[config.mk]
export PLATFORM = sky130hd
export DESIGN_NAME = pwm_period_duty_capture
export DESIGN_NICKNAME = d
export VERILOG_FILES = /design/src/hw/rtl/pwmc_pkg.sv /design/src/hw/rtl/pwm_period_duty_capture.sv /design/src/hw/rtl/pwmc_div.sv
export SDC_FILE = /design/constraint.sdc
export NUM_CORES = 1
export LEC_CHECK = 0
export BUFFER_PORTS_ARGS = -buffer_cell sky130_fd_sc_hd__buf_2
export CAP_MARGIN = 20
export CORE_MARGIN = 5
export CORE_UTILIZATION = 24
export CTS_BUF_LIST = sky130_fd_sc_hd__clkbuf_16
export CTS_CLUSTER_DIAMETER = 30
export DETAILED_ROUTE_END_ITERATION = 10
export PLACE_DENSITY = 0.38
export SYNTH_ARGS = -nofsm -noshare
export SYNTH_HDL_FRONTEND = slang
export SYNTH_SLANG_ARGS = --single-unit
[constraint.sdc]
create_clock -name clk -period 7.4 [get_ports clk]
set_clock_uncertainty 0.05 [all_clocks]
set_input_delay 2.22 -clock clk [delete_from_list [all_inputs] [get_ports clk]]
set_output_delay 2.22 -clock clk [all_outputs]
set_load 0.1 [all_outputs]
[src/hw/rtl/pwmc_pkg.sv]
// Shared types and constants for the PWM period/duty capture block.
// No dependencies.
package pwmc_pkg;

  localparam int TS_W     = 16;
  localparam int CLK_HZ_W = 27;
  localparam int PRE_W    = 11;
  localparam int FREQ_W   = 16;
  localparam int DUTY_W   = 7;
  localparam int PCT_W    = 7;

  localparam logic [CLK_HZ_W-1:0] CLOCK_HZ_RST = 27'd16000000;
  localparam logic [PRE_W-1:0]    PRESCALER_RST = 11'd1024;
  localparam logic [PCT_W-1:0]    PCT           = 7'd100;
  localparam logic [FREQ_W-1:0]   FREQ_MAX      = 16'hFFFF;
  localparam logic [DUTY_W-1:0]   DUTY_MAX      = 7'd100;

  localparam logic OP_START = 1'b0;
  localparam logic OP_EDGE  = 1'b1;

  localparam logic REG_CLOCK_HZ  = 1'b0;
  localparam logic REG_PRESCALER = 1'b1;

  typedef enum logic [1:0] {
    PH_FIRST  = 2'd0,
    PH_SECOND = 2'd1,
    PH_FALL   = 2'd2,
    PH_IDLE   = 2'd3
  } phase_t;

  typedef enum logic [2:0] {
    S_IDLE,
    S_PREP,
    S_MUL,
    S_FDIV,
    S_DDIV,
    S_DONE
  } seq_state_t;

endpackage

[src/hw/rtl/pwm_period_duty_capture.sv]
// PWM capture: start and edge words go in; after the falling edge one result word
// comes out with period, high time, frequency and duty. Start words and edge
// words that do not end a measurement are taken whenever the block is idle. The
// word that ends one starts the sequence: period and high time, the high*100
// product, then one shared one-bit-per-cycle divider run twice:
// clock_hz/(prescaler*period), a zero prescaler counting as 1, then
// high*100/period. A zero period skips both divides. No new word is taken while
// that runs, nor while a finished result waits for out_ready. Uses pwmc_pkg, pwmc_div.
module pwm_period_duty_capture
  import pwmc_pkg::*;
#(
  parameter int COUNTER_BITS = 16
) (
  input  logic                clk,
  input  logic                rst,
  input  logic                cfg_we,
  input  logic                cfg_index,
  input  logic [CLK_HZ_W-1:0] cfg_data,
  input  logic                in_valid,
  output logic                in_ready,
  input  logic                opcode,
  input  logic [TS_W-1:0]     timestamp,
  input  logic                edge_rising,
  output logic                out_valid,
  input  logic                out_ready,
  output logic [TS_W-1:0]     period_ticks,
  output logic [TS_W-1:0]     high_ticks,
  output logic [FREQ_W-1:0]   frequency_hz,
  output logic [DUTY_W-1:0]   duty_percent,
  output logic                zero_period
);

  localparam int CB    = COUNTER_BITS;
  localparam int HI_W  = CB + PCT_W;
  localparam int DVD_W = (HI_W > CLK_HZ_W) ? HI_W : CLK_HZ_W;
  localparam int DVS_W = CB + PRE_W;

  logic [CLK_HZ_W-1:0] clock_hz;
  logic [PRE_W-1:0]    prescaler;

  phase_t     phase, phase_next;
  seq_state_t state, state_next;

  logic [CB-1:0] first_rise, second_rise, fall_time;
  logic [CB-1:0] ts_c;
  logic          in_acc;
  logic          cap_first, cap_second, cap_fall;

  logic [CB-1:0]    period, high;
  logic             zero;
  logic [HI_W-1:0]  hi100;
  logic [PRE_W-1:0] pre_eff;
  logic [DVS_W-1:0] denom_c;
  logic [HI_W-1:0]  hi100_c;
  logic [FREQ_W-1:0] freq;
  logic [DUTY_W-1:0] duty;

  logic             div_start;
  logic             div_done;
  logic [DVD_W-1:0] div_dividend;
  logic [DVS_W-1:0] div_divisor;
  logic [DVD_W-1:0] div_quot;
  logic             load_out;

  // configuration
  always_ff @(posedge clk) begin
    if (rst) begin
      clock_hz  <= CLOCK_HZ_RST;
      prescaler <= PRESCALER_RST;
    end else if (cfg_we) begin
      case (cfg_index)
        REG_CLOCK_HZ:  clock_hz  <= cfg_data;
        REG_PRESCALER: prescaler <= cfg_data[PRE_W-1:0];
        default: ;
      endcase
    end
  end

  // edge tracking
  assign in_ready = (state == S_IDLE);
  assign in_acc   = in_valid && in_ready;
  assign ts_c     = CB'(timestamp);

  always_comb begin
    phase_next = phase;
    cap_first  = 1'b0;
    cap_second = 1'b0;
    cap_fall   = 1'b0;
    if (in_acc) begin
      if (opcode == OP_START) begin
        phase_next = PH_FIRST;
      end else begin
        case (phase)
          PH_FIRST: begin
            if (edge_rising) begin
              cap_first  = 1'b1;
              phase_next = PH_SECOND;
            end
          end
          PH_SECOND: begin
            if (edge_rising) begin
              cap_second = 1'b1;
              phase_next = PH_FALL;
            end
          end
          PH_FALL: begin
            if (!edge_rising) begin
              cap_fall   = 1'b1;
              phase_next = PH_IDLE;
            end
          end
          default: ;
        endcase
      end
    end
  end

  always_ff @(posedge clk) begin
    if (rst) begin
      phase       <= PH_IDLE;
      first_rise  <= '0;
      second_rise <= '0;
      fall_time   <= '0;
    end else begin
      phase <= phase_next;
      if (cap_first)  first_rise  <= ts_c;
      if (cap_second) second_rise <= ts_c;
      if (cap_fall)   fall_time   <= ts_c;
    end
  end

  // sequencer: next state
  always_comb begin
    state_next = state;
    case (state)
      S_IDLE: if (cap_fall) state_next = S_PREP;
      S_PREP: state_next = S_MUL;
      S_MUL:  state_next = zero ? S_DONE : S_FDIV;
      S_FDIV: if (div_done) state_next = S_DDIV;
      S_DDIV: if (div_done) state_next = S_DONE;
      S_DONE: if (!out_valid || out_ready) state_next = S_IDLE;
      default: state_next = S_IDLE;
    endcase
  end

  // sequencer: outputs
  always_comb begin
    div_start    = 1'b0;
    div_dividend = DVD_W'(clock_hz);
    div_divisor  = denom_c;
    load_out     = 1'b0;
    case (state)
      S_MUL: div_start = !zero;
      S_FDIV: begin
        div_start    = div_done;
        div_dividend = DVD_W'(hi100);
        div_divisor  = DVS_W'(period);
      end
      S_DONE: load_out = !out_valid || out_ready;
      default: ;
    endcase
  end

  always_ff @(posedge clk) begin
    if (rst) state <= S_IDLE;
    else     state <= state_next;
  end

  // datapath
  assign pre_eff = (prescaler == '0) ? PRE_W'(1) : prescaler;
  assign denom_c = DVS_W'(pre_eff) * DVS_W'(period);
  assign hi100_c = HI_W'(high) * HI_W'(PCT);

  always_ff @(posedge clk) begin
    case (state)
      S_PREP: begin
        period <= second_rise - first_rise;
        high   <= fall_time - second_rise;
        zero   <= (second_rise == first_rise);
      end
      S_MUL: begin
        hi100 <= hi100_c;
        if (zero) begin
          freq <= '0;
          duty <= '0;
        end
      end
      S_FDIV: begin
        if (div_done)
          freq <= (div_quot > DVD_W'(FREQ_MAX)) ? FREQ_MAX : div_quot[FREQ_W-1:0];
      end
      S_DDIV: begin
        if (div_done)
          duty <= (div_quot > DVD_W'(DUTY_MAX)) ? DUTY_MAX : div_quot[DUTY_W-1:0];
      end
      default: ;
    endcase
  end

  pwmc_div #(
    .DVD_W(DVD_W),
    .DVS_W(DVS_W)
  ) u_div (
    .clk      (clk),
    .rst      (rst),
    .start    (div_start),
    .dividend (div_dividend),
    .divisor  (div_divisor),
    .done     (div_done),
    .quotient (div_quot)
  );

  // output register
  always_ff @(posedge clk) begin
    if (rst) begin
      out_valid <= 1'b0;
    end else if (load_out) begin
      out_valid <= 1'b1;
    end else if (out_ready) begin
      out_valid <= 1'b0;
    end
  end

  always_ff @(posedge clk) begin
    if (load_out) begin
      period_ticks <= TS_W'(period);
      high_ticks   <= TS_W'(high);
      frequency_hz <= freq;
      duty_percent <= duty;
      zero_period  <= zero;
    end
  end

  a_duty_range: assert property (@(posedge clk) disable iff (rst)
    out_valid |-> (duty_percent <= DUTY_MAX))
    else $error("duty above 100");

  a_zero_results: assert property (@(posedge clk) disable iff (rst)
    (out_valid && zero_period) |-> (frequency_hz == '0 && duty_percent == '0))
    else $error("zero period with nonzero results");

  a_div_done_state: assert property (@(posedge clk) disable iff (rst)
    div_done |-> (state == S_FDIV || state == S_DDIV))
    else $error("divider finished outside a divide step");

  a_fall_starts_seq: assert property (@(posedge clk) disable iff (rst)
    (in_acc && opcode == OP_EDGE && !edge_rising && phase == PH_FALL)
      |=> (state == S_PREP && phase == PH_IDLE))
    else $error("falling edge did not start the computation");

endmodule

[src/hw/rtl/pwmc_div.sv]
// Restoring divider, one quotient bit per cycle, shared by frequency and duty.
// Depends on nothing; widths come from parameters.
module pwmc_div #(
  parameter int DVD_W = 27,
  parameter int DVS_W = 27
) (
  input  logic             clk,
  input  logic             rst,
  input  logic             start,
  input  logic [DVD_W-1:0] dividend,
  input  logic [DVS_W-1:0] divisor,
  output logic             done,
  output logic [DVD_W-1:0] quotient
);

  localparam int CNT_W = $clog2(DVD_W + 1);

  logic             busy;
  logic [CNT_W-1:0] cnt;
  logic [DVS_W-1:0] rem;
  logic [DVS_W-1:0] dvs;
  logic [DVD_W-1:0] dvd;

  logic [DVS_W:0]   shifted;
  logic [DVS_W:0]   diff;
  logic             qbit;

  always_comb begin
    shifted = {rem, dvd[DVD_W-1]};
    diff    = shifted - {1'b0, dvs};
    qbit    = (shifted >= {1'b0, dvs});
  end

  always_ff @(posedge clk) begin
    if (rst) begin
      busy <= 1'b0;
      done <= 1'b0;
      cnt  <= '0;
    end else begin
      done <= 1'b0;
      if (start) begin
        busy <= 1'b1;
        cnt  <= CNT_W'(DVD_W);
      end else if (busy) begin
        cnt <= cnt - CNT_W'(1);
        if (cnt == CNT_W'(1)) begin
          busy <= 1'b0;
          done <= 1'b1;
        end
      end
    end
  end

  always_ff @(posedge clk) begin
    if (start) begin
      dvd <= dividend;
      dvs <= divisor;
      rem <= '0;
    end else if (busy) begin
      rem <= qbit ? diff[DVS_W-1:0] : shifted[DVS_W-1:0];
      dvd <= {dvd[DVD_W-2:0], qbit};
    end
  end

  assign quotient = dvd;

endmodule

# Yosys cells after proc, flatten, opt, wreduce, memory -nomap -nowiden
# Cells that the tools add are included.
# Widths: inputs -> output; s select.
[totals] ff_bits=313 inputBits=51 out_inout_bits=58
[op_classes] add_sub_neg=4 multipliers=2 magnitude_cmp=3 n_eq_ne=18 muxes=46 n_bitwise=2 n_reduce_logical=19
[op_table] cell="$mux 27" n=4
[op_table] cell="$mux 16" n=4
[op_table] cell="$pmux 16 s2" n=1
[op_table] cell="$sub 16x16->16" n=2
[op_table] cell="$ge 28x27->1" n=1
[op_table] cell="$gt 27x16->1 const B" n=1
[op_table] cell="$gt 27x7->1 const B" n=1
[op_table] cell="$mul 11x16->27" n=1
[op_table] cell="$sub 27x27->27" n=1
[op_table] cell="$mul 16x5->21 const B" n=1
[op_table] cell="$mux 7" n=3
[op_table] cell="$mux 1" n=18
[op_table] cell="$pmux 3 s6" n=1
[op_table] cell="$eq 16x16->1" n=1
[op_table] cell="$mux 3" n=5
[op_table] cell="$pmux 7 s2" n=1
[op_table] cell="$logic_not 11->1" n=1
[op_table] cell="$mux 11" n=1
[op_table] cell="$mux 5" n=2
[op_table] cell="$ne 3x3->1 const B" n=3
[op_table] cell="$mux 2" n=4
[op_table] cell="$reduce_bool 2->1" n=4
[op_table] cell="$eq 3x2->1 const B" n=2
[op_table] cell="$eq 3x3->1 const B" n=2
[op_table] cell="other kinds (22)" n=29

# Logic depth before layout (Yosys ltp)
# Gate-level depths: netlist of the first run.
[depth] word_depth=6 depth_mapped=21 depth_no_buf=20

# By module
# A second synthesis of the first run with hierarchy kept.
[hier_totals] cells_unflattened=2322 area_unflattened_um2=22046.1
[by_module_without_submodules] mod="pwm_period_duty_capture" n_inst=1 cells_per_inst=1851 area_per_inst_um2=17033.8 seq_area_each_um2=5835.6
[by_module_without_submodules] mod="pwmc_div" n_inst=1 cells_per_inst=471 area_per_inst_um2=5012.3 seq_area_each_um2=2302.2

# Worst setup path before layout of the first run
# Ideal clock, no wire load.
[synth_timing] path_type="reg2reg" start="register prescaler[4]" end="register u_div.dvs[22] (data pin)" setup_ns=0.266 arrival_time_ns=5.414 required_time_ns=7.084 slack_ns=1.670 path_stages_with_launch=21 path_buffers=2 path_cell_list="dfxtp_1 > clkbuf_1 > clkbuf_1 > nand2_1 > fa_1 > fa_1 > inv_1 > fa_1 > fa_1 > inv_1 > fa_1 > inv_1 > ha_1 > and2_1 > a221o_1 > a22oi_1 > o31ai_1 > o41ai_1 > o21bai_1 > xnor2_1 > nor2_1"
[synth_between] elab_chain_cells=3
[synth_lines] element="start, declared" line="pwm_period_duty_capture.sv:39" source="logic [PRE_W-1:0] prescaler;"
[synth_lines] element="start signal, assigned" line="pwm_period_duty_capture.sv:73" source="REG_PRESCALER: prescaler <= cfg_data[PRE_W-1:0];"
[synth_lines] element="$logic_not 11->1" line="pwm_period_duty_capture.sv:170" source="assign pre_eff = (prescaler == '0) ? PRE_W'(1) : prescaler;"
[synth_lines] element="$mux 11 (*)" line="pwm_period_duty_capture.sv:170"
[synth_lines] element="$mul 11x16->27 (*)" line="pwm_period_duty_capture.sv:171" source="assign denom_c = DVS_W'(pre_eff) * DVS_W'(period);"
[synth_lines] element="end signal, assigned" line="pwmc_div.sv:57" source="dvs <= divisor;"
[synth_lines] element="end, declared" line="pwmc_div.sv:21" source="logic [DVS_W-1:0] dvs;"
# Mark *: on every way between the ends. The rest lies on a longest branch, timed or not.
# A chain may end at the register's enable or synchronous reset.

# Final worst setup path of the first run
# Ends and elaborated chain as after synthesis.

==> flow_summary_export.csv, run 1 <==
group,metric,value,unit
setup_path,path_cells,"nand2_1, fa_1, fa_1, fa_1, inv_1, fa_1, inv_1, fa_1, inv_1, ha_1, a2111oi_0, o21ai_1, nand3_1, o31ai_1, o41ai_1, o21bai_1, xnor2_1, nor2_1",
sta,hold_violations,0,
logic_synthesis,ys_ff_latch,313,
placed_design,port_buffers,108,
global_route,grtUsageMet2,19.30,%
finish,multiInputGateArea,12060,sq um
power_and_ir_drop,p_sw_share,31.78,%
logic_synthesis,synth_fp_nets,2668,
drt,drt_pass1_iterations,4,
finish,diodes,0,
clocking,ctsRootBufferMaster,"clkbuf_16",
sta,rsz0062_at_grt,"no",
clocking,path_clk_slew,50,ps
sta,tightest_slew,928.5,ps
clocking,htree_levels,3,
min_path,hp-class,"register to register",
drt,routed_wl,59700,um
finish,area_growth,23.11,%
logic_synthesis,syn-instance-count,2299,
setup_path,critPathSlowestCell,"dfxtp_1",
placed_design,place_area,23440,sq um
setup_path,crit_top_cell,"fa_1",
sta,timing.fmax,161.9,MHz
sta,hold_ws,369.3,ps
drt,first_iter_violations,843,
setup_path,cp.required,7660,ps
finish,fin_area,26620,sq um
power_and_ir_drop,pwr-share-seq,26.4,%
finish,ff_latch_area,8138,sq um
die,dieArea,96210,sq um
clocking,cts_hold_buffers,0,
power_and_ir_drop,power.switching,2.610,mW
sta,fin_crit,6178,ps
setup_path,critPathArrivalTime,6440,ps
finish,fin_util,29.67,%
job,drv_cap,0,
setup_path,cp_max_fo,18,
placed_design,dpl.hpwl,45670,um
power_and_ir_drop,pwr-share-clk,47.5,%
die,initial_core_util,24.10,%
placed_design,place_congestion,0.8089,
global_route,grt_max_degree,73,
global_route,gr-usage-all-layers,12.43,%
global_route,antenna_found_initial,2,
drt,ant_nets,0,
global_route,use_met1,17.91,%
logic_synthesis,synth_edf_count,187,
drt,via_per_inst,4.357,
drt,num_vias,16031,
setup_path,cp-end-kind,"register",
logic_synthesis,synthArstFlopShare,0,%
clocking,postCtsSetupBuffers,0,
sta,slew_violations,0,
sta,relSlewSlack,38.09,%
die,core-area,89740,sq um
die,dieHeight,310.2,um
clocking,cts_sinks,313,
power_and_ir_drop,power.density,308.5,nW/um^2
global_route,grt_pass1_vias,16925,
placed_design,placed_cells,3503,
setup_path,cpLargestDelayFamily,"adder cells",
clocking,cts_resized,0,
die,rows,110,
logic_synthesis,syn_area_per_cell,9.406,sq um
finish,fillCellCount,9511,
setup_path,critical_path_class,"register to register",
logic_synthesis,yosysWarnings,0,
finish,nNetsFinal,2792,
sta,post-route-period-util,83.49,%
global_route,busiest_layer,"met2",
die,die_w,310.2,um
drt,wire_per_inst,16.23,um
clocking,clock_latency,650,ps
finish,drive_above_1_share,11.71,%
setup_path,slowest_delay,740,ps
finish,final_cells,3679,
power_and_ir_drop,p_int,5.602,mW
sta,setup_viol,0,
power_and_ir_drop,combinationalPowerShare,26.1,%
clocking,cts_tree,"done",
clocking,clock_path_buffers,3,
logic_synthesis,ys_types,74,
setup_path,start_kind,"register",
logic_synthesis,ys_seq_area_share,37.63,%
run_status,status,"completed",
logic_synthesis,synth_ff_type,"edfxtp_1",
clocking,cts_buffers,92,
global_route,grt_overflow,0,
global_route,grt_pass1_wl,95300,um
sta,tns,0,ps
global_route,grt_util_met3,2.130,%
die,num_io_pins,109,
power_and_ir_drop,p_leak,11.36,nW
logic_synthesis,synth_area,21620,sq um
drt,drcViolationCount,0,
setup_path,crit_buf_inv,3,
power_and_ir_drop,ir_worst_vdd,0.1849,mV
[placed cells by master, fill, tap and decap left out, types with 67 or more instances in the layout]
cell type,instances
fa_1,139
and2_1,106
dfxtp_1,126
edfxtp_1,187
buf_2,108
o21ai_0,67
nand2_1,343
a21oi_1,187
nor2_1,135
clkbuf_16,92
ha_1,179
inv_1,297
[flip-flops by register name, indices dropped and copies added (netlist names), 21 cells and up]
register	count
hi100	21
u_div.quotient	27
clock_hz	27
u_div.dvs	27
u_div.rem	27
[per-stage QoR]
step	power, mW	worst slack [ps]
2_1_floorplan	3.811	1670
3_3_place_gp	4.339	1352
3_5_place_dp	4.344	1197
4_1_cts	8.327	1168
5_1_grt	8.724	737.3
6_report	8.213	1222
[synthesized netlist by cell type, types with 26 or more instances]
cell | count | share of area [%]
xnor2_1 | 53 | 2.1
nand3_1 | 26 | 0.60
dfxtp_1 | 126 | 12
a21oi_1 | 188 | 4.4
edfxtp_1 | 187 | 26
nor2_1 | 136 | 2.4
and2_1 | 106 | 3.1
nand2_1 | 343 | 6.0
a31oi_1 | 34 | 0.98
o21ai_0 | 68 | 1.6
a21o_1 | 35 | 1.2
nor2b_1 | 29 | 0.84
clkbuf_1 | 89 | 1.5
ha_1 | 179 | 10
fa_1 | 139 | 13
inv_1 | 286 | 5.0
xor2_1 | 29 | 1.2
[path summary, 6_finish.rpt]
check	startpoint	endpoint	slack (ps)	depth (start not counted)
min reg2reg	freq[9]$_SDFFCE_PN0P_	frequency_hz[9]$_DFFE_PP_	370	0
min	freq[9]$_SDFFCE_PN0P_	frequency_hz[9]$_DFFE_PP_	370	0
max	prescaler[4]$_SDFFE_PP0P_	u_div.dvs[22]$_SDFFCE_PP0P_	1220	18
max reg2reg	prescaler[4]$_SDFFE_PP0P_	u_div.dvs[22]$_SDFFCE_PP0P_	1220	18
[routing by layer]
layer / up-vias / wire [um] / share of wire [%]
li1: 7985 / - / -
met1: 7735 / 30250 / 51
met2: 236 / 26570 / 45
met3: 73 / 1811 / 3.0
met4: 2 / 1049 / 1.8
met5: - / 18 / 0.030
[power by group through the flow]
stage	Combinational, mW	Sequential (mW)	Clock, mW
global placement	2.14	2.19	0
global route	2.44	2.19	4.10
finish	2.14	2.17	3.90
detailed placement	2.15	2.20	0
floorplan	1.67	2.14	0
CTS	2.17	2.17	3.99
[layout make-up]
cell class | instances | area share [%]
Clock inverter | 82 | 3.276
Timing Repair Buffer | 129 | 2.623
Clock buffer | 92 | 8.648
Tap cell | 1176 | 5.527
Multi-Input combinational cell | 1598 | 45.28
Sequential cell | 313 | 30.57
Inverter | 289 | 4.075
[kinds of logic after synthesis]
kind of cell	count (synthesis)	synth area share, %
buffers and inverters	388	6.804
DFF	313	37.63
muxes	12	0.5555
AOI/OAI and AO/OA	437	12.39
adders and majority gates	318	23.23
and+or+nand+nor	749	16.07
xor gates and xnor gates	82	3.321
Note: power is estimated with default switching activity, not from simulation.
==> run 2: changes to the inputs <==
- clock period: 7.4 -> 5.9 ns (I/O delays scaled with it)
==> run 2 against run 1 <==
Sequential share of layout area shrank 0.075 points. Power increased by 19%. Highest routed layer unchanged. First-iteration DRC count decreased by 24%. Utilization increased by 0.10 points.
==> flow_summary_export.csv, run 2 (synthesis results as in run 1) <==
group,metric,value,unit
power_and_ir_drop,power.switching,3.194,mW
setup_path,cpLargestDelayFamily,"adder cells",
sta,relSlewSlack,31.77,%
drt,ant_nets,0,
min_path,whs_path_depth,0,
clocking,ctsRootBufferMaster,"clkbuf_16",
clocking,cts_tree,"done",
finish,final_cells,3726,
clocking,clock_path_buffers,3,
sta,post-route-period-util,95.61,%
setup_path,critical_path_class,"register to register",
power_and_ir_drop,p_sw_share,32.66,%
placed_design,place_congestion,0.8155,
drt,wire_per_inst,15.96,um
power_and_ir_drop,p_int,6.584,mW
setup_path,reg2regPathDepth,18,
setup_path,critPathArrivalTime,5940,ps
power_and_ir_drop,ir_worst_vdd,0.2311,mV
power_and_ir_drop,pwr-share-seq,27.7,%
finish,area_growth,23.53,%
die,core-area,89740,sq um
clocking,htree_levels,3,
clocking,path_clk_slew,40,ps
min_path,hp-class,"register to register",
global_route,antenna_found_initial,7,
drt,first_iter_violations,643,
clocking,cts_buffers,89,
die,initial_core_util,24.10,%
finish,drive_above_1_share,13.23,%
setup_path,path_cells,"and2_4, fa_1, fa_1, fa_1, fa_1, inv_1, fa_1, inv_1, ha_1, and2_1, a221o_1, a22oi_2, o31ai_2, o41ai_2, buf_4, o21bai_1, xnor2_1, nor2_1",
drt,num_vias,16339,
power_and_ir_drop,combinationalPowerShare,28.1,%
sta,hold_violations,0,
power_and_ir_drop,p_total,9.778,mW
finish,mostFrequentLayoutCells,"343 x nand2_1, 313 x inv_1, 187 x a21oi_1, 187 x edfxtp_1, 177 x ha_1",
sta,setup_viol,0,
finish,nNetsFinal,2840,
global_route,grt_max_degree,55,
placed_design,dpl.hpwl,45570,um
setup_path,slowest_delay,540,ps
global_route,grt_pass1_wl,93730,um
clocking,cts_sinks,313,
placed_design,placed_cells,3537,
power_and_ir_drop,p_leak,11.54,nW
setup_path,crit_top_cell,"fa_1",
die,rows,110,
die,num_io_pins,109,
setup_path,r2r-end,"u_div.dvs[22]$_SDFFCE_PP0P_",
sta,fin_crit,5641,ps
job,drv_cap,0,
min_path,min_to,"frequency_hz[9]$_DFFE_PP_",
run_status,status,"completed",
global_route,gr-usage-all-layers,12.21,%
global_route,grt_overflow,0,
power_and_ir_drop,power.density,366.0,nW/um^2
die,die_w,310.2,um
die,dieArea,96210,sq um
die,dieHeight,310.2,um
drt,drcViolationCount,0,
setup_path,critPathSlowestCell,"fa_1",
drt,via_per_inst,4.385,
drt,drt_pass1_iterations,5,
global_route,grt_pass1_vias,16849,
setup_path,crit_buf_inv,3,
setup_path,rrSetupSlack,260,ps
setup_path,cp-end-kind,"register",
min_path,hold_start,"freq[9]$_SDFFCE_PN0P_",
setup_path,cp_max_fo,8,
clocking,clock_latency,630,ps
power_and_ir_drop,pwr-share-clk,44.3,%
drt,routed_wl,59450,um
sta,slew_violations,0,
sta,tightest_slew,1023,ps
finish,final_common_cell,"nand2_1",
placed_design,port_buffers,108,
setup_path,cp.required,6190,ps
setup_path,timing.rr.start,"period[5]$_DFFE_PP_",
setup_path,start_kind,"register",
sta,timing.fmax,177.3,MHz
## run 2: power groups by stage
stage	Combinational, mW	Sequential, mW	Clock (mW)
6_report	2.75	2.70	4.33
4_1_cts	2.74	2.71	4.44
2_1_floorplan	2.10	2.68	0
5_1_grt	3.14	2.72	4.57
3_3_place_gp	2.72	2.74	0
3_5_place_dp	2.72	2.74	0
## run 2: what timing repair did
action                                  in CTS  in global routing
hold buffers                                 0                  0
gates resized for setup                      0                 16
buffers inserted                             0                 17
endpoints found under the setup margin       0                  7
## run 2: layout make-up
class,instances,area [sq um]
clock inverter,75,523.0
clock buffer,92,2302
antenna,3,7.507
fill,9506,63020
sequential,313,8145
tap,1176,1471
timing repair buffer,180,1076
inverter,289,1085
multi-input combinational,1598,12100
## run 2: worst max-delay path by stage
stage | startpoint | to | cells after the start
2_1_floorplan | prescaler[4]$_SDFFE_PP0P_ | u_div.dvs[22]$_SDFFCE_PP0P_ | 20
3_3_place_gp | period[6]$_DFFE_PP_ | u_div.dvs[24]$_SDFFCE_PP0P_ | 18
3_5_place_dp | period[6]$_DFFE_PP_ | u_div.dvs[22]$_SDFFCE_PP0P_ | 18
4_1_cts | prescaler[5]$_SDFFE_PP0P_ | u_div.dvs[22]$_SDFFCE_PP0P_ | 19
5_1_grt | period[3]$_DFFE_PP_ | u_div.dvs[22]$_SDFFCE_PP0P_ | 20
6_report | period[5]$_DFFE_PP_ | u_div.dvs[22]$_SDFFCE_PP0P_ | 18
## run 2: metal layers
metal	routed length (um)	up-vias	track usage, %
met5	13	-	0
met4	1527	2	4.114
met3	2508	94	2.348
met2	25930	257	18.67
met1	29470	7903	17.41
li1	-	8083	-
## run 2: metrics by stage
step / hold WS, ps / setup TNS [ps] / worst slack, ps / instance area [sq um] / util (%)
2_1_floorplan: 350.3 / 0 / 170.1 / 21620 / -
6_report: 365.5 / 0 / 258.7 / 26710 / 29.77
5_1_grt: 367.1 / -2.138 / -2.138 / 26700 / 29.76
3_5_place_dp: 356.1 / 0 / 101.6 / 23690 / 26.40
3_3_place_gp: 355.7 / 0 / 151.5 / 23690 / 26.40
4_1_cts: 366.9 / 0 / 152.8 / 26520 / 29.55
